--- src/assert_macros.svh ---
// assertion macros shared by the parser modules
`ifndef ASSERT_MACROS_SVH
`define ASSERT_MACROS_SVH

// property checked on every clock edge outside reset
`define ASSERT_PROP(lbl, prop, msg) \
    lbl: assert property (@(posedge i_clk) disable iff (!i_rst_n) prop) else $error(msg);

// condition that must never be seen outside reset
`define ASSERT_NEVER(lbl, expr, msg) \
    lbl: assert property (@(posedge i_clk) disable iff (!i_rst_n) !(expr)) else $error(msg);

`endif

--- src/uihp_pkg.sv ---
// types and constants of the ipv4 host parser
`timescale 1ns / 1ps

package uihp_pkg;

    // one character request
    typedef struct packed {
        logic [7:0] char_code;
        logic       last_char;
    } t_in;

    // one parse result
    typedef struct packed {
        logic [31:0] address;
        logic [1:0]  status;
    } t_out;

    typedef enum logic [1:0] {
        BASE_DEC = 2'd0,
        BASE_OCT = 2'd1,
        BASE_HEX = 2'd2
    } t_base;

    // decoded view of one character
    typedef struct packed {
        logic [3:0] digit;
        logic       is_digit;
        logic       is_dot;
        logic       is_x;
    } t_char_info;

    // finished host string, waiting for the result stage
    typedef struct packed {
        logic [31:0] address_sum;
        logic [31:0] pending_part;
        logic [2:0]  parts_counted;
        logic        seen_non_numeric;
        logic        seen_out_of_range;
    } t_snap;

    localparam logic [1:0] ST_OK          = 2'd0;
    localparam logic [1:0] ST_TOO_MANY    = 2'd1;
    localparam logic [1:0] ST_NON_NUMERIC = 2'd2;
    localparam logic [1:0] ST_RANGE       = 2'd3;

    localparam logic [7:0] CHAR_DOT  = 8'h2E;
    localparam logic [7:0] CHAR_X_LO = 8'h78;
    localparam logic [7:0] CHAR_X_UP = 8'h58;

    localparam logic [2:0]  PARTS_SAT  = 3'd5;
    localparam logic [2:0]  PARTS_IPV4 = 3'd4;
    localparam logic [31:0] BYTE_MAX   = 32'd255;

endpackage

--- src/url_ipv4_host_parser.sv ---
// top level of the url ipv4 host parser: input register, parse state, result stage
// a result passes from the input register through the string snapshot into the output register
// throughput: one character per cycle while no last character stalls; the accumulate step reads only its own registers
// a last character stalls only while the string snapshot and output register are both full and the output is not read
// reset: i_rst_n synchronous active low clears all parse state and every valid flag
`timescale 1ns / 1ps
`include "assert_macros.svh"

module url_ipv4_host_parser (
    input  logic            i_clk,
    input  logic            i_rst_n,
    // character requests
    input  logic            i_in_valid,
    output logic            o_in_ready,
    input  uihp_pkg::t_in   i_in_req,
    // parse results
    output logic            o_out_valid,
    input  logic            i_out_ready,
    output uihp_pkg::t_out  o_out_res
);
    import uihp_pkg::*;

    // input register holding one character request
    logic  r_in_valid, n_in_valid;
    t_in   r_in,       n_in;

    logic  step;        // accumulate stage consumes the held character
    logic  snap_valid;  // a finished string waits for the result stage
    logic  snap_take;   // result stage takes that string this cycle
    logic  snap_free;   // snapshot slot can accept a new string this cycle
    t_snap snap;

    // the snapshot drains whenever the output register is empty or being read
    assign snap_take = snap_valid && (!o_out_valid || i_out_ready);
    assign snap_free = !snap_valid || snap_take;

    // only a last character needs the snapshot slot; others always step
    assign step       = r_in_valid && (!r_in.last_char || snap_free);
    assign o_in_ready = !r_in_valid || step;

    always_comb begin
        n_in_valid = r_in_valid;
        n_in       = r_in;
        if (i_in_valid && o_in_ready) begin
            n_in_valid = 1'b1;
            n_in       = i_in_req;
        end else if (step) begin
            n_in_valid = 1'b0;
        end
    end

    always_ff @(posedge i_clk) begin
        if (!i_rst_n) begin
            r_in_valid <= 1'b0;
        end else begin
            r_in_valid <= n_in_valid;
        end
    end

    always_ff @(posedge i_clk) begin
        r_in <= n_in;
    end

    // part accumulation and string close
    uihp_accum u_accum (
        .i_clk        (i_clk),
        .i_rst_n      (i_rst_n),
        .i_step       (step),
        .i_char       (r_in),
        .i_snap_take  (snap_take),
        .o_snap       (snap),
        .o_snap_valid (snap_valid)
    );

    // status selection and output register
    uihp_result u_result (
        .i_clk       (i_clk),
        .i_rst_n     (i_rst_n),
        .i_snap      (snap),
        .i_load      (snap_take),
        .i_out_ready (i_out_ready),
        .o_out_valid (o_out_valid),
        .o_out_res   (o_out_res)
    );

    `ASSERT_PROP(a_err_addr_zero, o_out_valid && (o_out_res.status != ST_OK) |-> (o_out_res.address == '0), "address nonzero on error status")
    `ASSERT_PROP(a_snap_held, snap_valid && !snap_take |=> snap_valid, "pending string lost before output")

endmodule

--- src/uihp_digit.sv ---
// character classifier: digit value in a given radix, dot and x detection
`timescale 1ns / 1ps

module uihp_digit (
    input  logic [7:0]          i_char_code,
    input  uihp_pkg::t_base     i_base,
    output uihp_pkg::t_char_info o_info
);
    import uihp_pkg::*;

    always_comb begin
        o_info          = '0;
        o_info.is_dot   = (i_char_code == CHAR_DOT);
        o_info.is_x     = (i_char_code == CHAR_X_LO) || (i_char_code == CHAR_X_UP);
        case (i_base)
            BASE_OCT: begin
                if (i_char_code inside {[8'h30:8'h37]}) begin
                    o_info.digit    = i_char_code[3:0];
                    o_info.is_digit = 1'b1;
                end
            end
            BASE_HEX: begin
                if (i_char_code inside {[8'h30:8'h39]}) begin
                    o_info.digit    = i_char_code[3:0];
                    o_info.is_digit = 1'b1;
                end else if (i_char_code inside {[8'h41:8'h46], [8'h61:8'h66]}) begin
                    // 'a' and 'A' end in 1, so add nine
                    o_info.digit    = i_char_code[3:0] + 4'd9;
                    o_info.is_digit = 1'b1;
                end
            end
            default: begin
                if (i_char_code inside {[8'h30:8'h39]}) begin
                    o_info.digit    = i_char_code[3:0];
                    o_info.is_digit = 1'b1;
                end
            end
        endcase
    end

endmodule

--- src/uihp_accum.sv ---
// per-character parse state: part accumulation, part close and string snapshot
`timescale 1ns / 1ps
`include "assert_macros.svh"

module uihp_accum (
    input  logic            i_clk,
    input  logic            i_rst_n,
    input  logic            i_step,
    input  uihp_pkg::t_in   i_char,
    input  logic            i_snap_take,
    output uihp_pkg::t_snap o_snap,
    output logic            o_snap_valid
);
    import uihp_pkg::*;

    logic [31:0] r_address_sum,       n_address_sum;
    logic [31:0] r_pending_part,      n_pending_part;
    logic [31:0] r_part_number,       n_part_number;
    logic        r_part_too_big,      n_part_too_big;
    logic [1:0]  r_part_chars,        n_part_chars;
    t_base       r_part_base,         n_part_base;
    logic        r_part_bad,          n_part_bad;
    logic [2:0]  r_parts_counted,     n_parts_counted;
    logic        r_seen_non_numeric,  n_seen_non_numeric;
    logic        r_seen_out_of_range, n_seen_out_of_range;
    t_snap       r_snap,              n_snap;
    logic        r_snap_valid,        n_snap_valid;

    logic        first_zero;
    t_base       eff_base;
    t_char_info  info;
    logic [35:0] wide;
    logic [35:0] scaled;

    // part after this character
    logic [31:0] p_num;
    logic        p_big;
    logic [1:0]  p_chars;
    t_base       p_base;
    logic        p_bad;

    // state after closing the part
    logic [31:0] f_sum;
    logic        f_nonnum;
    logic        f_oor;
    logic [2:0]  f_pc;
    logic        finish;

    // second char of a part that began with a lone zero picks octal or hex
    assign first_zero = (r_part_chars == 2'd1) && !r_part_bad && (r_part_number == '0);
    assign eff_base   = first_zero ? BASE_OCT : r_part_base;

    uihp_digit u_digit (
        .i_char_code (i_char.char_code),
        .i_base      (eff_base),
        .o_info      (info)
    );

    always_comb begin
        case (eff_base)
            BASE_OCT: scaled = {1'b0, r_part_number, 3'b000};
            BASE_HEX: scaled = {r_part_number, 4'b0000};
            default:  scaled = {1'b0, r_part_number, 3'b000}
                             + {3'b000, r_part_number, 1'b0};
        endcase
        wide = scaled + {32'd0, info.digit};
    end

    always_comb begin
        p_num   = r_part_number;
        p_big   = r_part_too_big;
        p_chars = r_part_chars;
        p_base  = r_part_base;
        p_bad   = r_part_bad;
        if (!info.is_dot) begin
            p_chars = (r_part_chars == 2'd2) ? 2'd2 : r_part_chars + 2'd1;
            if (r_part_chars == 2'd0) begin
                p_base = BASE_DEC;
            end else if (first_zero) begin
                p_base = info.is_x ? BASE_HEX : BASE_OCT;
            end
            if (!(first_zero && info.is_x)) begin
                if (!info.is_digit) begin
                    p_bad = 1'b1;
                end else if (!r_part_too_big) begin
                    if (wide[35:32] != 4'd0) begin
                        p_big = 1'b1;
                    end else begin
                        p_num = wide[31:0];
                    end
                end
            end
        end
    end

    // close the part: fold the previously completed part into its byte
    always_comb begin
        finish   = info.is_dot || i_char.last_char;
        f_sum    = r_address_sum;
        f_oor    = r_seen_out_of_range;
        f_nonnum = r_seen_non_numeric || (p_chars == 2'd0) || p_bad || p_big;
        f_pc     = (r_parts_counted == PARTS_SAT) ? PARTS_SAT : r_parts_counted + 3'd1;
        if (r_parts_counted != 3'd0) begin
            if (r_pending_part > BYTE_MAX) begin
                f_oor = 1'b1;
            end else begin
                case (r_parts_counted)
                    3'd1:    f_sum = r_address_sum + {r_pending_part[7:0], 24'd0};
                    3'd2:    f_sum = r_address_sum + {8'd0, r_pending_part[7:0], 16'd0};
                    3'd3:    f_sum = r_address_sum + {16'd0, r_pending_part[7:0], 8'd0};
                    3'd4:    f_sum = r_address_sum + {24'd0, r_pending_part[7:0]};
                    default: f_sum = r_address_sum;
                endcase
            end
        end
    end

    always_comb begin
        n_address_sum       = r_address_sum;
        n_pending_part      = r_pending_part;
        n_part_number       = r_part_number;
        n_part_too_big      = r_part_too_big;
        n_part_chars        = r_part_chars;
        n_part_base         = r_part_base;
        n_part_bad          = r_part_bad;
        n_parts_counted     = r_parts_counted;
        n_seen_non_numeric  = r_seen_non_numeric;
        n_seen_out_of_range = r_seen_out_of_range;
        n_snap              = r_snap;
        n_snap_valid        = r_snap_valid && !i_snap_take;
        if (i_step) begin
            if (i_char.last_char) begin
                n_snap.address_sum       = f_sum;
                n_snap.pending_part      = p_num;
                n_snap.parts_counted     = f_pc;
                n_snap.seen_non_numeric  = f_nonnum;
                n_snap.seen_out_of_range = f_oor;
                n_snap_valid             = 1'b1;
                n_address_sum            = '0;
                n_pending_part           = '0;
                n_parts_counted          = '0;
                n_seen_non_numeric       = 1'b0;
                n_seen_out_of_range      = 1'b0;
                n_part_number            = '0;
                n_part_too_big           = 1'b0;
                n_part_chars             = '0;
                n_part_base              = BASE_DEC;
                n_part_bad               = 1'b0;
            end else if (finish) begin
                n_address_sum       = f_sum;
                n_pending_part      = p_num;
                n_parts_counted     = f_pc;
                n_seen_non_numeric  = f_nonnum;
                n_seen_out_of_range = f_oor;
                n_part_number       = '0;
                n_part_too_big      = 1'b0;
                n_part_chars        = '0;
                n_part_base         = BASE_DEC;
                n_part_bad          = 1'b0;
            end else begin
                n_part_number  = p_num;
                n_part_too_big = p_big;
                n_part_chars   = p_chars;
                n_part_base    = p_base;
                n_part_bad     = p_bad;
            end
        end
    end

    always_ff @(posedge i_clk) begin
        if (!i_rst_n) begin
            r_address_sum       <= '0;
            r_pending_part      <= '0;
            r_part_number       <= '0;
            r_part_too_big      <= 1'b0;
            r_part_chars        <= '0;
            r_part_base         <= BASE_DEC;
            r_part_bad          <= 1'b0;
            r_parts_counted     <= '0;
            r_seen_non_numeric  <= 1'b0;
            r_seen_out_of_range <= 1'b0;
            r_snap_valid        <= 1'b0;
        end else begin
            r_address_sum       <= n_address_sum;
            r_pending_part      <= n_pending_part;
            r_part_number       <= n_part_number;
            r_part_too_big      <= n_part_too_big;
            r_part_chars        <= n_part_chars;
            r_part_base         <= n_part_base;
            r_part_bad          <= n_part_bad;
            r_parts_counted     <= n_parts_counted;
            r_seen_non_numeric  <= n_seen_non_numeric;
            r_seen_out_of_range <= n_seen_out_of_range;
            r_snap_valid        <= n_snap_valid;
        end
    end

    always_ff @(posedge i_clk) begin
        r_snap <= n_snap;
    end

    assign o_snap       = r_snap;
    assign o_snap_valid = r_snap_valid;

    `ASSERT_NEVER(a_parts_sat, r_parts_counted > PARTS_SAT, "part count above saturation")
    `ASSERT_PROP(a_clear_after_last, i_step && i_char.last_char |=> (r_parts_counted == '0) && (r_part_chars == '0) && !r_seen_non_numeric, "state not cleared after last char")

endmodule

--- src/uihp_result.sv ---
// result stage: status priority, final address add and output register
`timescale 1ns / 1ps

module uihp_result (
    input  logic             i_clk,
    input  logic             i_rst_n,
    input  uihp_pkg::t_snap  i_snap,
    input  logic             i_load,
    input  logic             i_out_ready,
    output logic             o_out_valid,
    output uihp_pkg::t_out   o_out_res
);
    import uihp_pkg::*;

    logic       r_out_valid, n_out_valid;
    t_out       r_out_res,   n_out_res;
    logic       last_too_big;

    // last part must fit in the bytes the earlier parts left
    always_comb begin
        case (i_snap.parts_counted)
            3'd2:    last_too_big = (i_snap.pending_part[31:24] != 8'd0);
            3'd3:    last_too_big = (i_snap.pending_part[31:16] != 16'd0);
            3'd4:    last_too_big = (i_snap.pending_part[31:8] != 24'd0);
            default: last_too_big = 1'b0;
        endcase
    end

    always_comb begin
        n_out_res = r_out_res;
        if (i_load) begin
            n_out_res.address = '0;
            if (i_snap.parts_counted > PARTS_IPV4) begin
                n_out_res.status = ST_TOO_MANY;
            end else if (i_snap.seen_non_numeric) begin
                n_out_res.status = ST_NON_NUMERIC;
            end else if (i_snap.seen_out_of_range || last_too_big) begin
                n_out_res.status = ST_RANGE;
            end else begin
                n_out_res.status  = ST_OK;
                n_out_res.address = i_snap.address_sum + i_snap.pending_part;
            end
        end
        if (i_load) begin
            n_out_valid = 1'b1;
        end else if (i_out_ready) begin
            n_out_valid = 1'b0;
        end else begin
            n_out_valid = r_out_valid;
        end
    end

    always_ff @(posedge i_clk) begin
        if (!i_rst_n) begin
            r_out_valid <= 1'b0;
        end else begin
            r_out_valid <= n_out_valid;
        end
    end

    always_ff @(posedge i_clk) begin
        r_out_res <= n_out_res;
    end

    assign o_out_valid = r_out_valid;
    assign o_out_res   = r_out_res;

endmodule
--- config.mk ---
export PLATFORM = sky130hd
export DESIGN_NAME = url_ipv4_host_parser
export DESIGN_NICKNAME = d
export VERILOG_FILES = /design/src/uihp_pkg.sv /design/src/url_ipv4_host_parser.sv /design/src/uihp_digit.sv /design/src/uihp_accum.sv /design/src/uihp_result.sv
export VERILOG_INCLUDE_DIRS = /design/src /design/src/src
export SDC_FILE = /design/constraint.sdc
export NUM_CORES = 1
export LEC_CHECK = 0
export ABC_CLOCK_PERIOD_IN_PS = 9700
export BUFFER_PORTS_ARGS = -buffer_cell sky130_fd_sc_hd__buf_2
export CAP_MARGIN = 0
export CORE_UTILIZATION = 55
export CTS_BUF_LIST = sky130_fd_sc_hd__clkbuf_2
export CTS_CLUSTER_SIZE = 16
export DETAILED_ROUTE_END_ITERATION = 10
export PLACE_DENSITY_LB_ADDON = 0.12
export REMOVE_ABC_BUFFERS = 1
export SETUP_SLACK_MARGIN = 0.4
export SKIP_CTS_REPAIR_TIMING = 1
export SYNTH_ARGS = -nofsm -noshare
export SYNTH_HDL_FRONTEND = slang
export SYNTH_HIERARCHICAL = 1
export SYNTH_SLANG_ARGS = --single-unit
export TNS_END_PERCENT = 100
--- constraint.sdc ---
create_clock -name i_clk -period 9.7 [get_ports i_clk]
set_clock_uncertainty 0.05 [all_clocks]
set_input_delay 2.91 -clock i_clk [delete_from_list [all_inputs] [get_ports i_clk]]
set_output_delay 2.91 -clock i_clk [all_outputs]
set_load 0.02 [all_outputs]
==> results of run 1 <==
## report_power, final
part,switching (mW),internal (mW)
Combinational,0.115,0.0566
Sequential,0.0130,0.999
Clock,0.402,0.274
Total,0.529,1.33
## worst min-delay path: cells and delay by family (launching register included)
kind	cells	cell delay [ns]
AOI/OAI and AO/OA	1	0.06
DFF	1	0.34
and+or+nand+nor	1	0.05
## per-stage QoR
stage / total power, mW / hold WS [ns] / util (%) / area (um2)
after floorplan: 1.15 / 0.377 / - / 16000
after global placement: 1.20 / 0.387 / 57.3 / 16900
after detailed placement: 1.20 / 0.406 / 57.3 / 16900
after CTS: 1.87 / 0.430 / 59.2 / 17500
after global routing: 1.95 / 0.451 / 59.2 / 17500
final: 1.86 / 0.430 / 59.2 / 17500
## sequential cells by signal (all words and copies together) (netlist names)
register	count
r_in	9
u_accum/r_seen_out_of_range	1
u_accum/r_part_bad	1
u_accum/r_part_chars	2
u_accum/o_snap	69
u_accum/r_part_number	32
u_result/o_out_res	34
u_accum/r_part_base	2
u_accum/r_seen_non_numeric	1
u_accum/r_part_too_big	1
u_accum/r_address_sum	32
r_in_valid	1
u_accum/o_snap_valid	1
u_accum/r_pending_part	32
u_result/o_out_valid	1
u_accum/r_parts_counted	3
## cells in the mapped netlist, drive strengths merged, types with 39 or more instances
cell	instances
edfxtp	112
inv	66
nand2	144
o21ai	126
ha	107
xor2	40
dfxtp	110
clkbuf	77
a21o	39
nor3	51
nor2	133
xnor2	59
a22o	57
nand4	57
a21oi	141
## final timing paths
check | startpoint | end | slack, ns | cells after the start
max reg2reg | u_accum/r_part_chars[1] | u_accum/o_snap[25] | 2.49 | 27
min | u_accum/r_pending_part[20] | u_accum/r_pending_part[20] | 0.43 | 2
min reg2reg | u_accum/r_pending_part[20] | u_accum/r_pending_part[20] | 0.43 | 2
max | u_accum/r_part_chars[1] | u_accum/o_snap[25] | 2.49 | 27
## cells in the final DEF, fill, tap and decap left out, types with 17 or more instances in the layout
cell and count:
nand3_1 38, nor2b_1 19, o21bai_1 29, buf_2 48, ha_1 106, o211ai_1 17
nor3_1 48, a221oi_1 19, mux2_4 25, a21o_1 39, a21oi_1 140, dfxtp_1 110
nand2b_1 18, nor4_1 30, nor2_1 133, nand2_1 141, xnor2_1 59, xor2_1 40
o21ai_0 110, a22o_1 57, inv_1 66, buf_4 17, clkbuf_2 87, nand4_1 57
edfxtp_1 112
## area by class of cell
type	count	area (um2)
diodes	1	2.50
repair buffers	65	368
fillers	2711	12100
inverters	66	248
clock buffers	87	435
multi-input cells	1454	10300
well taps	390	488
clock inverters	25	136
flip-flops and latches	222	5570
## per-layer routing
metal  track usage [%]  share of wire [%]
met1              39.9                 42
met2              48.6                 45
met5                 0                  0
met4              15.7                4.7
met3              4.66                7.4
## logic make-up after synthesis
group                    share of synthesized area [%]
AO/OA/AOI/OAI                                     26.9
AND/OR/NAND/NOR                                   17.9
flip-flops                                        33.7
buffers and inverters                             4.35
adder cells (fa/ha/maj)                           8.96
XOR/XNOR                                          5.25
multiplexers                                      2.92
==> out/qor.yml, run 1 <==
avgSynthCellArea_um2: 8.91
cp_top_family: "simple AND/OR/NAND/NOR gates"
slowest_delay_ns: 0.68
synthFlopType: "edfxtp_1"
grt_max_degree: 63
stdcell_count: 2310
ys_top_cells_by_area: "edfxtp_1, dfxtp_1, ha_1, a21oi_1, o21ai_0"
avgRoutedWirePerCell_um: 20.5
grt_use_total_pct: 30.5
grt_pass1_vias: 14200
cp-start-kind: "flip-flop"
leakage_nw: 6.91
wl_um: 47500
die-height_um: 175
crit_slowest_cell: "nor4_1"
setup_viol: 0
hpwlAfterDp_um: 35200
cts.clk_slew.worst_paths_ns: 0.10
clock-sinks: 222
cap_violations: 0
synthCells: 1853
max_clock_freq_mhz: 139
tightest_slew_ns: 1.21
core_area_um2: 29600
maxSlewViolCount: 0
layout-drive-gt1-share_pct: 13.0
synth_edf_count: 112
rsz0062_at_grt: "false"
outcome: "finished with violations"
worstPathArrival_ns: 7.70
tns_ns: 0
ioPinCount: 49
cts_tree: "done"
yosysUniqueCellTypes: 101
rows: 63
synth_top_cell_area_share_pct: 20.4
port-buffer-count: 48
syn_area_um2: 16500
violations: "DRC"
endpoint_kind: "flip-flop"
area_growth_pct: 6.09
antenna_found_initial: 1
postRouteAntennaNets: 0
fin_nets: 1995
synth_top_area_cell: "edfxtp_1"
path_max_fanout: 16
critical_path_buf_inv_count: 4
initial_core_util_pct: 55.8
insertion_delay_ns: 0.89
setup_slack_ns: 2.49
finalCritPeriodShare_pct: 74.3
dieArea_um2: 30700
p_per_area_nw_per_um2: 106
dr.first_iter.drc_count: 1443
hp-class: "flip-flop to flip-flop"
gp_congestion: 1.01
ys_ff_latch: 222
cts_buffers: 59
yosysSeqAreaShare_pct: 33.7
route.detailed.drc: 1
dp.cells: 2197
pre_cts_ws_ns: 2.58
first_pass_iters: 10
relSlewSlack_pct: 19.5
clockBufferDepth: 3
min_period_ns: 7.21
async_flop_share_pct: 0
cts_root_buf: "clkbuf_2"
vias_per_cell: 6.54
htree_levels: 2
yosysWarningCount: 6
crit_required_ns: 10.19
die_w_um: 175
ir_drop_v: 0.0000633
worstSetupPathType: "flip-flop to flip-flop"
dr_total_vias: 15100
grt_first_pass_wirelength_um: 74500
hold_violations: 0
overflow: 0
(Power assumes the default switching activity.)
==> inputs of run 2 (changes only) <==
--- a/config.mk
+++ b/config.mk
@@ -6,7 +6,7 @@
 export SDC_FILE = /design/constraint.sdc
 export NUM_CORES = 1
 export LEC_CHECK = 0
-export ABC_CLOCK_PERIOD_IN_PS = 9700
+export ABC_CLOCK_PERIOD_IN_PS = 7500
 export BUFFER_PORTS_ARGS = -buffer_cell sky130_fd_sc_hd__buf_2
 export CAP_MARGIN = 0
 export CORE_UTILIZATION = 55
==> constraint.sdc (replaced) <==
create_clock -name i_clk -period 7.5 [get_ports i_clk]
set_clock_uncertainty 0.05 [all_clocks]
set_input_delay 2.25 -clock i_clk [delete_from_list [all_inputs] [get_ports i_clk]]
set_output_delay 2.25 -clock i_clk [all_outputs]
set_load 0.02 [all_outputs]
==> run 2 against run 1 <==
Net effect: the flow still finishes with violations (DRC); routed wire length rose by 2.1%; design area is 0.72% higher; die area stayed put; worst setup slack worse by 1.5 ns; combinational power increased by 30%; register-to-register slack worse by 1.5 ns; clock power increased by 30%; critical path depth increased by 1; global-route usage is 0.79 points higher; critical path type unchanged.
==> out/qor.yml, run 2 (same netlist as run 1, synthesis figures left out) <==
area_growth_pct: 6.85
cp_top_family: "simple AND/OR/NAND/NOR gates"
worstPathArrival_ns: 7.16  # -0.54 ns
setup_viol: 0  # unchanged
cts_root_buf: "clkbuf_2"
hold_violations: 0  # unchanged
largest_reg_flops: 69  # unchanged
overflow: 0  # unchanged
min_period_ns: 6.55  # -0.660 ns
antenna_found_initial: 1  # unchanged
tns_ns: 0  # unchanged
top_usage_layer: "met2"
first_pass_iters: 8  # -2
tightest_slew_ns: 1.08  # -0.131 ns
clock-sinks: 222  # unchanged
core_area_um2: 29600  # unchanged
cts.clk_slew.worst_paths_ns: 0.10  # about the same
grt_first_pass_wirelength_um: 76500  # +2.7%
ioPinCount: 49  # unchanged
dieArea_um2: 30700  # unchanged
rrSetupSlack_ns: 0.95  # -1.54 ns
hold-worst-slack_ns: 0.429  # -0.00133 ns
endpoint_kind: "flip-flop"
grt_use_total_pct: 31.3  # +0.79 points
worstRegToRegCells: 28  # +3.7%
grt_max_degree: 72  # +14%
nFillCells: 2633  # -2.9%
layout_commonest_cell: "nand2_1"
outcome: "finished with violations"
dr.first_iter.drc_count: 1411  # -2.2%
hp-class: "flip-flop to flip-flop"
layout_common_cells: "nand2_1, a21oi_1, nor2_1"
cap_violations: 0  # unchanged
dr_total_vias: 15100  # -0.21%
avgRoutedWirePerCell_um: 20.9  # +1.8%
initial_core_util_pct: 55.8  # unchanged
grt_use_met3_pct: 4.05  # -0.61 points
grt_pass1_vias: 14200  # +0.27%
clockBufferDepth: 3  # unchanged
crit_required_ns: 8.11  # -2.08 ns
design_area_um2: 17600  # +0.72%
worstSetupPathType: "flip-flop to flip-flop"
path_max_fanout: 30  # +14
wl_um: 48400  # +2.1%
violations: "DRC"
hpwlAfterDp_um: 36400  # +3.5%
leakage_nw: 6.95  # +0.63%
finalCritPeriodShare_pct: 87.3  # +13 points
htree_levels: 2  # unchanged
rsz0062_at_grt: "false"
route.detailed.drc: 1  # unchanged
layout-drive-gt1-share_pct: 13.1  # +0.17 points
vias_per_cell: 6.51  # -0.43%
critical_path_buf_inv_count: 5  # +1
met1_usage_pct: 41.3  # +1.3 points
cts_buffers: 57  # -3.4%
max_clock_freq_mhz: 153  # +10%
postRouteAntennaNets: 0  # unchanged
cp-start-kind: "flip-flop"
maxSlewViolCount: 0  # unchanged
met2_usage_pct: 50.7  # +2.1 points
die-height_um: 175  # unchanged
ir_drop_v: 0.0000744  # +17%
p_per_area_nw_per_um2: 137  # +29%
worstSetupPathDepth: 28  # +3.7%
die_w_um: 175  # unchanged
slowest_delay_ns: 0.54  # -0.14 ns
crit_slowest_cell: "or4b_1"
gp_congestion: 0.965  # -4.5%
cts_tree: "done"
relSlewSlack_pct: 28.1  # +8.6 points
rows: 63  # unchanged
holdPathStages: 1  # -1
port-buffer-count: 48  # unchanged
insertion_delay_ns: 0.89  # about the same
dpl_cell_area_um2: 17000  # +0.56%
fin_nets: 2004  # +0.45%
-- run 2: cell count changes in the layout (fill, tap and decap cells not counted), sizes merged --
cell      delta
buf         +11
inv          -1
clkinvlp     +1
bufinv       +1
clkbuf       -9
clkinv       +2
-- run 2: metal layers --
layer	vias to the layer above	wire length [um]
li1	7159	-
met4	0	2250
met1	7069	20700
met5	-	0
met2	707	22100
met3	144	3370
-- run 2: stage by stage --
| stage | util, % | std cells | setup slack (ns) | power [mW] |
|---|---|---|---|---|
| 2_1_floorplan | - | 1742 | -1.47 | 1.48 |
| 5_1_grt | 59.7 | 2315 | 0.501 | 2.52 |
| 4_1_cts | 59.5 | 2314 | 0.338 | 2.44 |
| 6_report | 59.7 | 2315 | 0.950 | 2.41 |
| 3_3_place_gp | 57.6 | 2208 | 0.762 | 1.55 |
| 3_5_place_dp | 57.6 | 2208 | 0.507 | 1.55 |
-- run 2: final timing paths --
| path | start | to |
|---|---|---|
| setup / recovery | u_accum/r_part_chars[1] | u_accum/r_part_number[31] |
| hold / removal | u_accum/r_pending_part[15] | u_accum/r_pending_part[15] |
| setup reg to reg | u_accum/r_part_chars[1] | u_accum/r_part_number[31] |
| hold reg to reg | u_accum/r_pending_part[15] | u_accum/r_pending_part[15] |
-- run 2: where the power goes --
| group | leakage [nW] | internal (mW) | switching (mW) | total, mW |
|---|---|---|---|---|
| registers | 1.95 | 1.29 | 0.0174 | 1.31 |
| clock network | 0.414 | 0.363 | 0.518 | 0.882 |
| logic | 4.59 | 0.0743 | 0.149 | 0.223 |
-- run 2: area by class of cell --
type,instances,area (um2),area share [%]
antenna,1,2.50,0.0142
tap,390,488,2.77
timing repair buffer,76,467,2.65
multi-input combinational,1454,10300,58.4
clock inverter,28,180,1.02
clock buffer,78,390,2.21
sequential,222,5570,31.6
inverter,66,248,1.40
